## src/sv/rtb_pkg.sv

```systemverilog
package rtb_pkg;

    // Fixed field widths of the command stream
    localparam int CMD_W       = 2;
    localparam int COORD_W     = 13;
    localparam int S_TDATA_W   = 32;
    localparam int S_TUSER_W   = CMD_W;
    localparam int M_TDATA_W   = 8;

    // Default sizing of the tracked universe
    localparam int POINTS_DEF    = 4096;
    localparam int WORD_BITS_DEF = 64;

    // Command codes carried in tuser
    typedef enum logic [CMD_W-1:0] {
        CMD_ADD    = 2'd0,
        CMD_REMOVE = 2'd1,
        CMD_QUERY  = 2'd2
    } cmd_t;

    // Finished item handed from the walker to the output stage
    typedef struct packed {
        logic valid;
        logic covered;
    } res_t;

endpackage

```

## src/sv/rtb_bitmap_mem.sv

```systemverilog
module rtb_bitmap_mem #(
    parameter int DEPTH = 64,
    parameter int WIDTH = 64,
    parameter int AW    = 6
) (
    input  logic             aclk,
    input  logic             we,
    input  logic [AW-1:0]    waddr,
    input  logic [WIDTH-1:0] wdata,
    input  logic             re,
    input  logic [AW-1:0]    raddr,
    output logic [WIDTH-1:0] rdata
);

    logic [WIDTH-1:0] mem [DEPTH];
    logic [WIDTH-1:0] rdata_reg;

    // One write port, one registered read port
    always_ff @(posedge aclk) begin
        if (we) begin
            mem[waddr] <= wdata;
        end
        if (re) begin
            rdata_reg <= mem[raddr];
        end
    end

    assign rdata = rdata_reg;

endmodule

```

## src/sv/rtb_walker.sv

```systemverilog
module rtb_walker #(
    parameter int POINTS    = rtb_pkg::POINTS_DEF,
    parameter int WORD_BITS = rtb_pkg::WORD_BITS_DEF,
    parameter int AW        = 6
) (
    input  logic                        aclk,
    input  logic                        aresetn,
    input  logic                        in_valid,
    output logic                        in_ready,
    input  logic [rtb_pkg::CMD_W-1:0]   in_cmd,
    input  logic [rtb_pkg::COORD_W-1:0] in_left,
    input  logic [rtb_pkg::COORD_W-1:0] in_right,
    input  logic                        out_ready,
    output rtb_pkg::res_t               res,
    output logic                        mem_re,
    output logic [AW-1:0]               mem_raddr,
    input  logic [WORD_BITS-1:0]        mem_rdata,
    output logic                        mem_we,
    output logic [AW-1:0]               mem_waddr,
    output logic [WORD_BITS-1:0]        mem_wdata
);

    import rtb_pkg::*;

    localparam int NWORDS = (POINTS + WORD_BITS - 1) / WORD_BITS;
    localparam int PBITS  = $clog2(POINTS + 1);
    localparam int PW     = ((PBITS > COORD_W) ? PBITS : COORD_W) + 1;
    localparam int SW     = $clog2(WORD_BITS);
    localparam logic [PW-1:0]        POINTS_PW = PW'(POINTS);
    localparam logic [PW-1:0]        WB_PW     = PW'(WORD_BITS);
    localparam logic [AW-1:0]        LAST_WORD = AW'(NWORDS - 1);
    localparam logic [WORD_BITS-1:0] ONES      = {WORD_BITS{1'b1}};

    typedef enum logic [3:0] {
        ST_CLEAR = 4'b0001,
        ST_IDLE  = 4'b0010,
        ST_WALK  = 4'b0100,
        ST_DONE  = 4'b1000
    } state_t;

    state_t                state_reg, state_next;
    cmd_t                  cmd_reg, cmd_next;
    logic [PW-1:0]         lo_reg, lo_next;
    logic [PW-1:0]         hi_reg, hi_next;
    logic [PW-1:0]         base_reg, base_next;
    logic [AW-1:0]         word_reg, word_next;
    logic                  covered_reg, covered_next;
    logic                  rd_pend_reg, rd_pend_next;
    logic [AW-1:0]         wb_addr_reg, wb_addr_next;
    logic [WORD_BITS-1:0]  mask_reg, mask_next;

    logic [PW-1:0]         in_lo, in_hi, in_hi_clamp;
    logic                  in_walk, in_covered;
    logic                  issuing;
    logic [PW-1:0]         lo_off, hi_off;
    logic [WORD_BITS-1:0]  mask_lo, mask_hi;
    logic                  word_ok;

    // Decode a new command: clamp the interval and pick walk or direct answer
    always_comb begin
        in_lo       = PW'(in_left);
        in_hi       = PW'(in_right);
        in_hi_clamp = (in_hi > POINTS_PW) ? POINTS_PW : in_hi;
        in_walk     = 1'b0;
        in_covered  = 1'b0;
        case (in_cmd)
            CMD_ADD, CMD_REMOVE: begin
                in_walk = (in_lo < in_hi_clamp);
            end
            CMD_QUERY: begin
                in_covered = 1'b1;
                if (in_lo < in_hi) begin
                    if (in_hi > POINTS_PW) begin
                        in_covered = 1'b0;
                    end else begin
                        in_walk = 1'b1;
                    end
                end
            end
            default: begin
                in_walk    = 1'b0;
                in_covered = 1'b0;
            end
        endcase
    end

    // Mask of the interval's points within the word at base_reg
    always_comb begin
        issuing = (state_reg == ST_WALK) && (base_reg < hi_reg);
        lo_off  = (lo_reg > base_reg) ? (lo_reg - base_reg) : '0;
        hi_off  = hi_reg - base_reg;
        mask_lo = (lo_off >= WB_PW) ? '0 : (ONES << lo_off[SW-1:0]);
        mask_hi = (hi_off >= WB_PW) ? ONES : ~(ONES << hi_off[SW-1:0]);
        word_ok = ((mem_rdata & mask_reg) == mask_reg);
    end

    // Sequencer: clear sweep, command accept, word walk, result hand-off
    always_comb begin
        state_next   = state_reg;
        cmd_next     = cmd_reg;
        lo_next      = lo_reg;
        hi_next      = hi_reg;
        base_next    = base_reg;
        word_next    = word_reg;
        covered_next = covered_reg;
        rd_pend_next = 1'b0;
        wb_addr_next = wb_addr_reg;
        mask_next    = mask_reg;
        in_ready     = (state_reg == ST_IDLE);
        res.valid    = 1'b0;
        res.covered  = covered_reg;
        mem_re       = 1'b0;
        mem_raddr    = word_reg;
        mem_we       = 1'b0;
        mem_waddr    = wb_addr_reg;
        mem_wdata    = '0;

        case (state_reg)
            ST_CLEAR: begin
                mem_we    = 1'b1;
                mem_waddr = word_reg;
                mem_wdata = '0;
                if (word_reg == LAST_WORD) begin
                    word_next  = '0;
                    state_next = ST_IDLE;
                end else begin
                    word_next = word_reg + AW'(1);
                end
            end
            ST_IDLE: begin
                if (in_valid) begin
                    cmd_next     = cmd_t'(in_cmd);
                    lo_next      = in_lo;
                    hi_next      = in_hi_clamp;
                    base_next    = '0;
                    word_next    = '0;
                    covered_next = in_covered;
                    state_next   = in_walk ? ST_WALK : ST_DONE;
                end
            end
            ST_WALK: begin
                // Modify and write back the word read in the previous cycle
                if (rd_pend_reg) begin
                    if (cmd_reg == CMD_QUERY) begin
                        covered_next = covered_reg & word_ok;
                    end else begin
                        mem_we    = |mask_reg;
                        mem_wdata = (cmd_reg == CMD_ADD) ? (mem_rdata | mask_reg)
                                                         : (mem_rdata & ~mask_reg);
                    end
                end
                // Issue the read of the next word, or finish
                if (issuing) begin
                    mem_re       = 1'b1;
                    rd_pend_next = 1'b1;
                    wb_addr_next = word_reg;
                    mask_next    = mask_lo & mask_hi;
                    word_next    = word_reg + AW'(1);
                    base_next    = base_reg + WB_PW;
                end else begin
                    state_next = ST_DONE;
                end
            end
            ST_DONE: begin
                if (out_ready) begin
                    res.valid  = 1'b1;
                    state_next = ST_IDLE;
                end
            end
            default: begin
                state_next = ST_IDLE;
            end
        endcase
    end

    always_ff @(posedge aclk) begin
        if (!aresetn) begin
            state_reg   <= ST_CLEAR;
            word_reg    <= '0;
            rd_pend_reg <= 1'b0;
        end else begin
            state_reg   <= state_next;
            word_reg    <= word_next;
            rd_pend_reg <= rd_pend_next;
        end
    end

    always_ff @(posedge aclk) begin
        cmd_reg     <= cmd_next;
        lo_reg      <= lo_next;
        hi_reg      <= hi_next;
        base_reg    <= base_next;
        covered_reg <= covered_next;
        wb_addr_reg <= wb_addr_next;
        mask_reg    <= mask_next;
    end

    a_no_write_idle: assert property (@(posedge aclk) disable iff (!aresetn)
        state_reg == ST_IDLE |-> !mem_we)
        else $error("bitmap written while idle");

    a_pend_in_walk: assert property (@(posedge aclk) disable iff (!aresetn)
        rd_pend_reg |-> state_reg == ST_WALK)
        else $error("read data pending outside a walk");

    a_no_same_word: assert property (@(posedge aclk) disable iff (!aresetn)
        (mem_re && mem_we) |-> (mem_raddr != mem_waddr))
        else $error("read and write of the same word in one cycle");

    a_accept_moves: assert property (@(posedge aclk) disable iff (!aresetn)
        (in_valid && in_ready) |=> (state_reg == ST_WALK || state_reg == ST_DONE))
        else $error("accepted command did not start");

    a_result_idle: assert property (@(posedge aclk) disable iff (!aresetn)
        res.valid |=> state_reg == ST_IDLE)
        else $error("walker did not return to idle after a result");

endmodule

```

## src/sv/range_tracking_bitmap_core.sv

```systemverilog
// Flow: an accepted item either walks the bitmap from word 0 up to the word that holds point
// min(right, POINTS) - 1 or skips the walk; its result then goes to the register that drives m_tvalid.
// Throughput: one item at a time; the walk reads one bitmap word per cycle from word 0 and,
// for add and remove, writes it back modified, through the single read and single write port.
// Reset: aresetn is synchronous, active low; afterwards the bitmap is zeroed in a sweep over
// all ceil(POINTS / WORD_BITS) words (64 by default) during which s_tready stays low.
module range_tracking_bitmap_core #(
    parameter int POINTS    = rtb_pkg::POINTS_DEF,
    parameter int WORD_BITS = rtb_pkg::WORD_BITS_DEF
) (
    input  logic                          aclk,
    input  logic                          aresetn,
    input  logic                          s_tvalid,
    output logic                          s_tready,
    input  logic [rtb_pkg::S_TDATA_W-1:0] s_tdata,  // [12:0] left, [25:13] right
    input  logic [rtb_pkg::S_TUSER_W-1:0] s_tuser,  // [1:0] cmd
    output logic                          m_tvalid,
    input  logic                          m_tready,
    output logic [rtb_pkg::M_TDATA_W-1:0] m_tdata   // [0] covered
);

    import rtb_pkg::*;

    localparam int NWORDS = (POINTS + WORD_BITS - 1) / WORD_BITS;
    localparam int AW     = (NWORDS > 1) ? $clog2(NWORDS) : 1;

    logic                 out_ready;
    res_t                 res;
    logic                 mem_re, mem_we;
    logic [AW-1:0]        mem_raddr, mem_waddr;
    logic [WORD_BITS-1:0] mem_rdata, mem_wdata;
    logic                 m_tvalid_reg, m_tvalid_next;
    logic                 m_covered_reg, m_covered_next;

    rtb_bitmap_mem #(
        .DEPTH (NWORDS),
        .WIDTH (WORD_BITS),
        .AW    (AW)
    ) u_mem (
        .aclk  (aclk),
        .we    (mem_we),
        .waddr (mem_waddr),
        .wdata (mem_wdata),
        .re    (mem_re),
        .raddr (mem_raddr),
        .rdata (mem_rdata)
    );

    rtb_walker #(
        .POINTS    (POINTS),
        .WORD_BITS (WORD_BITS),
        .AW        (AW)
    ) u_walker (
        .aclk      (aclk),
        .aresetn   (aresetn),
        .in_valid  (s_tvalid),
        .in_ready  (s_tready),
        .in_cmd    (s_tuser[CMD_W-1:0]),
        .in_left   (s_tdata[COORD_W-1:0]),
        .in_right  (s_tdata[2*COORD_W-1:COORD_W]),
        .out_ready (out_ready),
        .res       (res),
        .mem_re    (mem_re),
        .mem_raddr (mem_raddr),
        .mem_rdata (mem_rdata),
        .mem_we    (mem_we),
        .mem_waddr (mem_waddr),
        .mem_wdata (mem_wdata)
    );

    // Output register: load a finished result, drop it once the transfer completes
    always_comb begin
        out_ready      = !m_tvalid_reg || m_tready;
        m_tvalid_next  = m_tvalid_reg;
        m_covered_next = m_covered_reg;
        if (res.valid) begin
            m_tvalid_next  = 1'b1;
            m_covered_next = res.covered;
        end else if (m_tready) begin
            m_tvalid_next = 1'b0;
        end
    end

    always_ff @(posedge aclk) begin
        if (!aresetn) begin
            m_tvalid_reg <= 1'b0;
        end else begin
            m_tvalid_reg <= m_tvalid_next;
        end
    end

    always_ff @(posedge aclk) begin
        m_covered_reg <= m_covered_next;
    end

    assign m_tvalid = m_tvalid_reg;
    assign m_tdata  = {{(M_TDATA_W - 1){1'b0}}, m_covered_reg};

endmodule

```

## config.mk

```make
export PLATFORM = sky130hd
export DESIGN_NAME = range_tracking_bitmap_core
export DESIGN_NICKNAME = d
export VERILOG_FILES = /design/src/sv/rtb_pkg.sv /design/src/sv/rtb_bitmap_mem.sv /design/src/sv/rtb_walker.sv /design/src/sv/range_tracking_bitmap_core.sv
export SDC_FILE = /design/constraint.sdc
export NUM_CORES = 2
export LEC_CHECK = 0
export CELL_PAD_IN_SITES_DETAIL_PLACEMENT = 1
export CELL_PAD_IN_SITES_GLOBAL_PLACEMENT = 1
export CORE_ASPECT_RATIO = 2
export CORE_UTILIZATION = 30
export CTS_CLUSTER_SIZE = 10
export DETAILED_ROUTE_END_ITERATION = 6
export DONT_BUFFER_PORTS = 1
export PLACE_DENSITY_LB_ADDON = 0.1
export SLEW_MARGIN = 20
export SYNTH_ARGS = -nofsm -noshare
export SYNTH_HDL_FRONTEND = slang
export SYNTH_HIERARCHICAL = 1
export SYNTH_SLANG_ARGS = --single-unit
```

## constraint.sdc

```tcl
create_clock -name aclk -period 12 [get_ports aclk]
set_input_delay 3.6 -clock aclk [delete_from_list [all_inputs] [get_ports aclk]]
set_output_delay 3.6 -clock aclk [all_outputs]
set_load 0.02 [all_outputs]
```

==> run summary <==
Hold_ws - 585 ps
Total gr overflow - 0
Crit-path slowest cell - nor2_4
Root Buffer - clkbuf_16
Worst-Margin Slew - 1190 ps
Setup slack, reg-to-reg - 5610 ps
R2r worst-path depth - 9
Clock H-tree levels - 5
Die height - 1050 um
Reg-to-reg endpoint - u_mem/mem[30][55]$_DFFE_PP_
Worst reg2reg path startpoint - u_walker/state_reg[2]$_SDFFE_PN0P_
Pin count of the biggest net entering global routing - 124
Area Overhead vs Synth - 14.4%
Setup WS pre-CTS - 5550 ps
Via count - 80,900
Arr. time, crit path - 6980 ps
GPL Wtd Cong - 0.796
Hold WC Path Type - reg2reg
Total GRT Usage - 0.209
Drt pass-1 iters - 5
Power, Total - 34.4 mW
DR DRC count - 0
Leak pwr - 49.5 nW
Worst IR Drop VDD - 0.000144 V
Cell count after synthesis - 7,508
DR vias/cell - 5.28
Post-Syn Area per Cell - 22.1 sq um
Wirelength per Cell - 38.3 um
Finish-stage setup viols - 0
Synth top area share - 0.774
First-pass GRT wire length - 790,000 um
Die Footprint - 555,000 sq um
Worst Skew - 74.6 ps
Yosys warnings - 6
Setup CP Type - reg2reg
Clk sinks - 4,280
Max Cap Violations - 0
Post-cts hold buffer count - 0
Critical Path Source Type - flip-flop
Synth cell count leaders - edfxtp_1 (4,268), mux4_2 (1,024), nor2_1 (217)
Post-synth ARST share - 0
CP cell instances - nor2b_1 > and2_1 > nand3_4 > o21bai_1 > nor2b_1 > nand3_1 > nor2_4 > buf_4 > buf_4
EDFF count, synth - 4,268
PD cells - 182 nW/um^2
Max-slew violation count - 0
Number of DRC markers in iteration 0 - 7,152
Post-Route WL - 586,000 um
Crit path from - u_walker/state_reg[2]$_SDFFE_PN0P_
Antenna viol nets, final - 0
Fin crit period - 6390 ps
Fmax - 0.156 GHz
Max FFs per register - 4,096
Top cell type by total area after synthesis - edfxtp_1
Status - completed
Final nets - 7,945
Initial Utilization - 0.301
Core area - 550,000 sq um
Die X - 527 um
Synth Flop Type - edfxtp_1
Synth cell types - 90
Buffers on Ports - 0
Final Hold Fails - 0
Multi-input gate area - 35,900 sq um
RSZ-0062 raised after global routing - false
Clk pin slew, worst setup/hold paths - 60 ps
Worst skew pair latency - 990 ps
Post-DP HPWL - 333,000 um
Initial antenna violation count - 45
Vias in the first global route - 88,500
Sequential area share after synthesis - 0.775
Synth area leaders - edfxtp_1 (77%), mux4_2 (14%), mux2i_1 (1.2%)
Setup WS post-layout - 5610 ps
Fill count - 52,900
Req. time, crit path - 12,590 ps
Clock tree buffer depth - 4
Setup TNS - 0 ps
Rows - 385
# IOs - 48
Slew margin rel. - 0.208
CTS Buf Count - 467
CTS tree - built
Critical Path Sink - u_mem/mem[30][55]$_DFFE_PP_
Worst-path maximum fanout - 26
Post_cts resized - 0
Synthesized area - 166,000 sq um
Max incr delay on CP - 930 ps
Setup bufs post-CTS - 0
Register bit count reported by yosys - 4,280
Final Cycle Share - 0.533
Layout cells sized above 1 - 0.262
Critical Path End Type - flip-flop
Count leader, synth - edfxtp_1
Register area - 128,000 sq um
Min-delay src - u_walker/mem_raddr[5]$_SDFFE_PN0P_
## where the power goes
| part | switching, mW | total, mW | internal, mW | leakage, nW |
|---|---|---|---|---|
| clock network | 5.78 | 12.7 | 6.93 | 6.05 |
| logic | 2.86 | 4.72 | 1.86 | 10.9 |
| registers | 0.156 | 17.0 | 16.8 | 32.6 |
## cell usage in the layout, fill, tap and decap left out, types with 34 or more instances in the layout
cell type  count
ha_1          40
a211oi_1      69
nor2_4       131
clkbuf_16    468
a221oi_1      34
nand3_1       63
and3_1        67
buf_12        51
diode_2       35
mux2i_1      200
mux4_2      1024
or2_2         34
clkbuf_1      43
nor2_1        87
o22ai_1      101
a22o_1        88
a21oi_1       39
inv_1        124
a22oi_1      170
edfxtp_1    4268
buf_4        250
o221ai_1      39
nand2_1      108
## per-stage QoR
step	instance area (sq um)	util	cells
6_report	190000	0.345	15300
4_1_cts	189000	0.344	15300
2_1_floorplan	166000	-	7514
3_5_place_dp	177000	0.322	14700
3_3_place_gp	177000	0.322	14700
5_1_grt	190000	0.345	15300
## layout make-up
| type | instances | share of cell area |
|---|---|---|
| Antenna cell | 35 | 0.000462 |
| Timing Repair Buffer | 309 | 0.0164 |
| Sequential cell | 4280 | 0.677 |
| Clock inverter | 29 | 0.00299 |
| Clock buffer | 511 | 0.0626 |
| Inverter | 124 | 0.00245 |
| Multi-Input combinational cell | 2685 | 0.189 |
| Tap cell | 7353 | 0.0485 |
## how the worst min path moves through the flow
stage,end,slack [ps],depth (start not counted)
finish,u_walker/mem_raddr[5]$_SDFFE_PN0P_,580,1
CTS,u_walker/mem_raddr[5]$_SDFFE_PN0P_,580,1
detailed placement,u_walker/mem_raddr[5]$_SDFFE_PN0P_,560,1
global placement,u_walker/mem_raddr[5]$_SDFFE_PN0P_,550,2
floorplan,u_walker/wb_addr_reg[4]$_DFFE_PP_,480,0
global route,u_walker/mem_raddr[5]$_SDFFE_PN0P_,610,1
## worst max-delay path: cells and delay by family, from the launching register on
family,cells,cell delay [ps]
simple gates,6,3170
buf+inv,2,1310
compound gates,1,800
flops,1,500
## cells by family after synthesis
family / synth area share
flops: 0.775
buf+inv: 0.0154
mux: 0.152
other cells: 0.0000226
simple gates: 0.0211
fa+ha+maj: 0.00302
xor+xnor: 0.000423
compound gates: 0.0334
## layer usage
layer  wire length, um  global-route usage
met1            214000               0.234
met2            334000               0.410
met3             19600              0.0183
met4             18900              0.0652
met5                 7                   0
No activity file was read; power rests on OpenSTA's default activity.
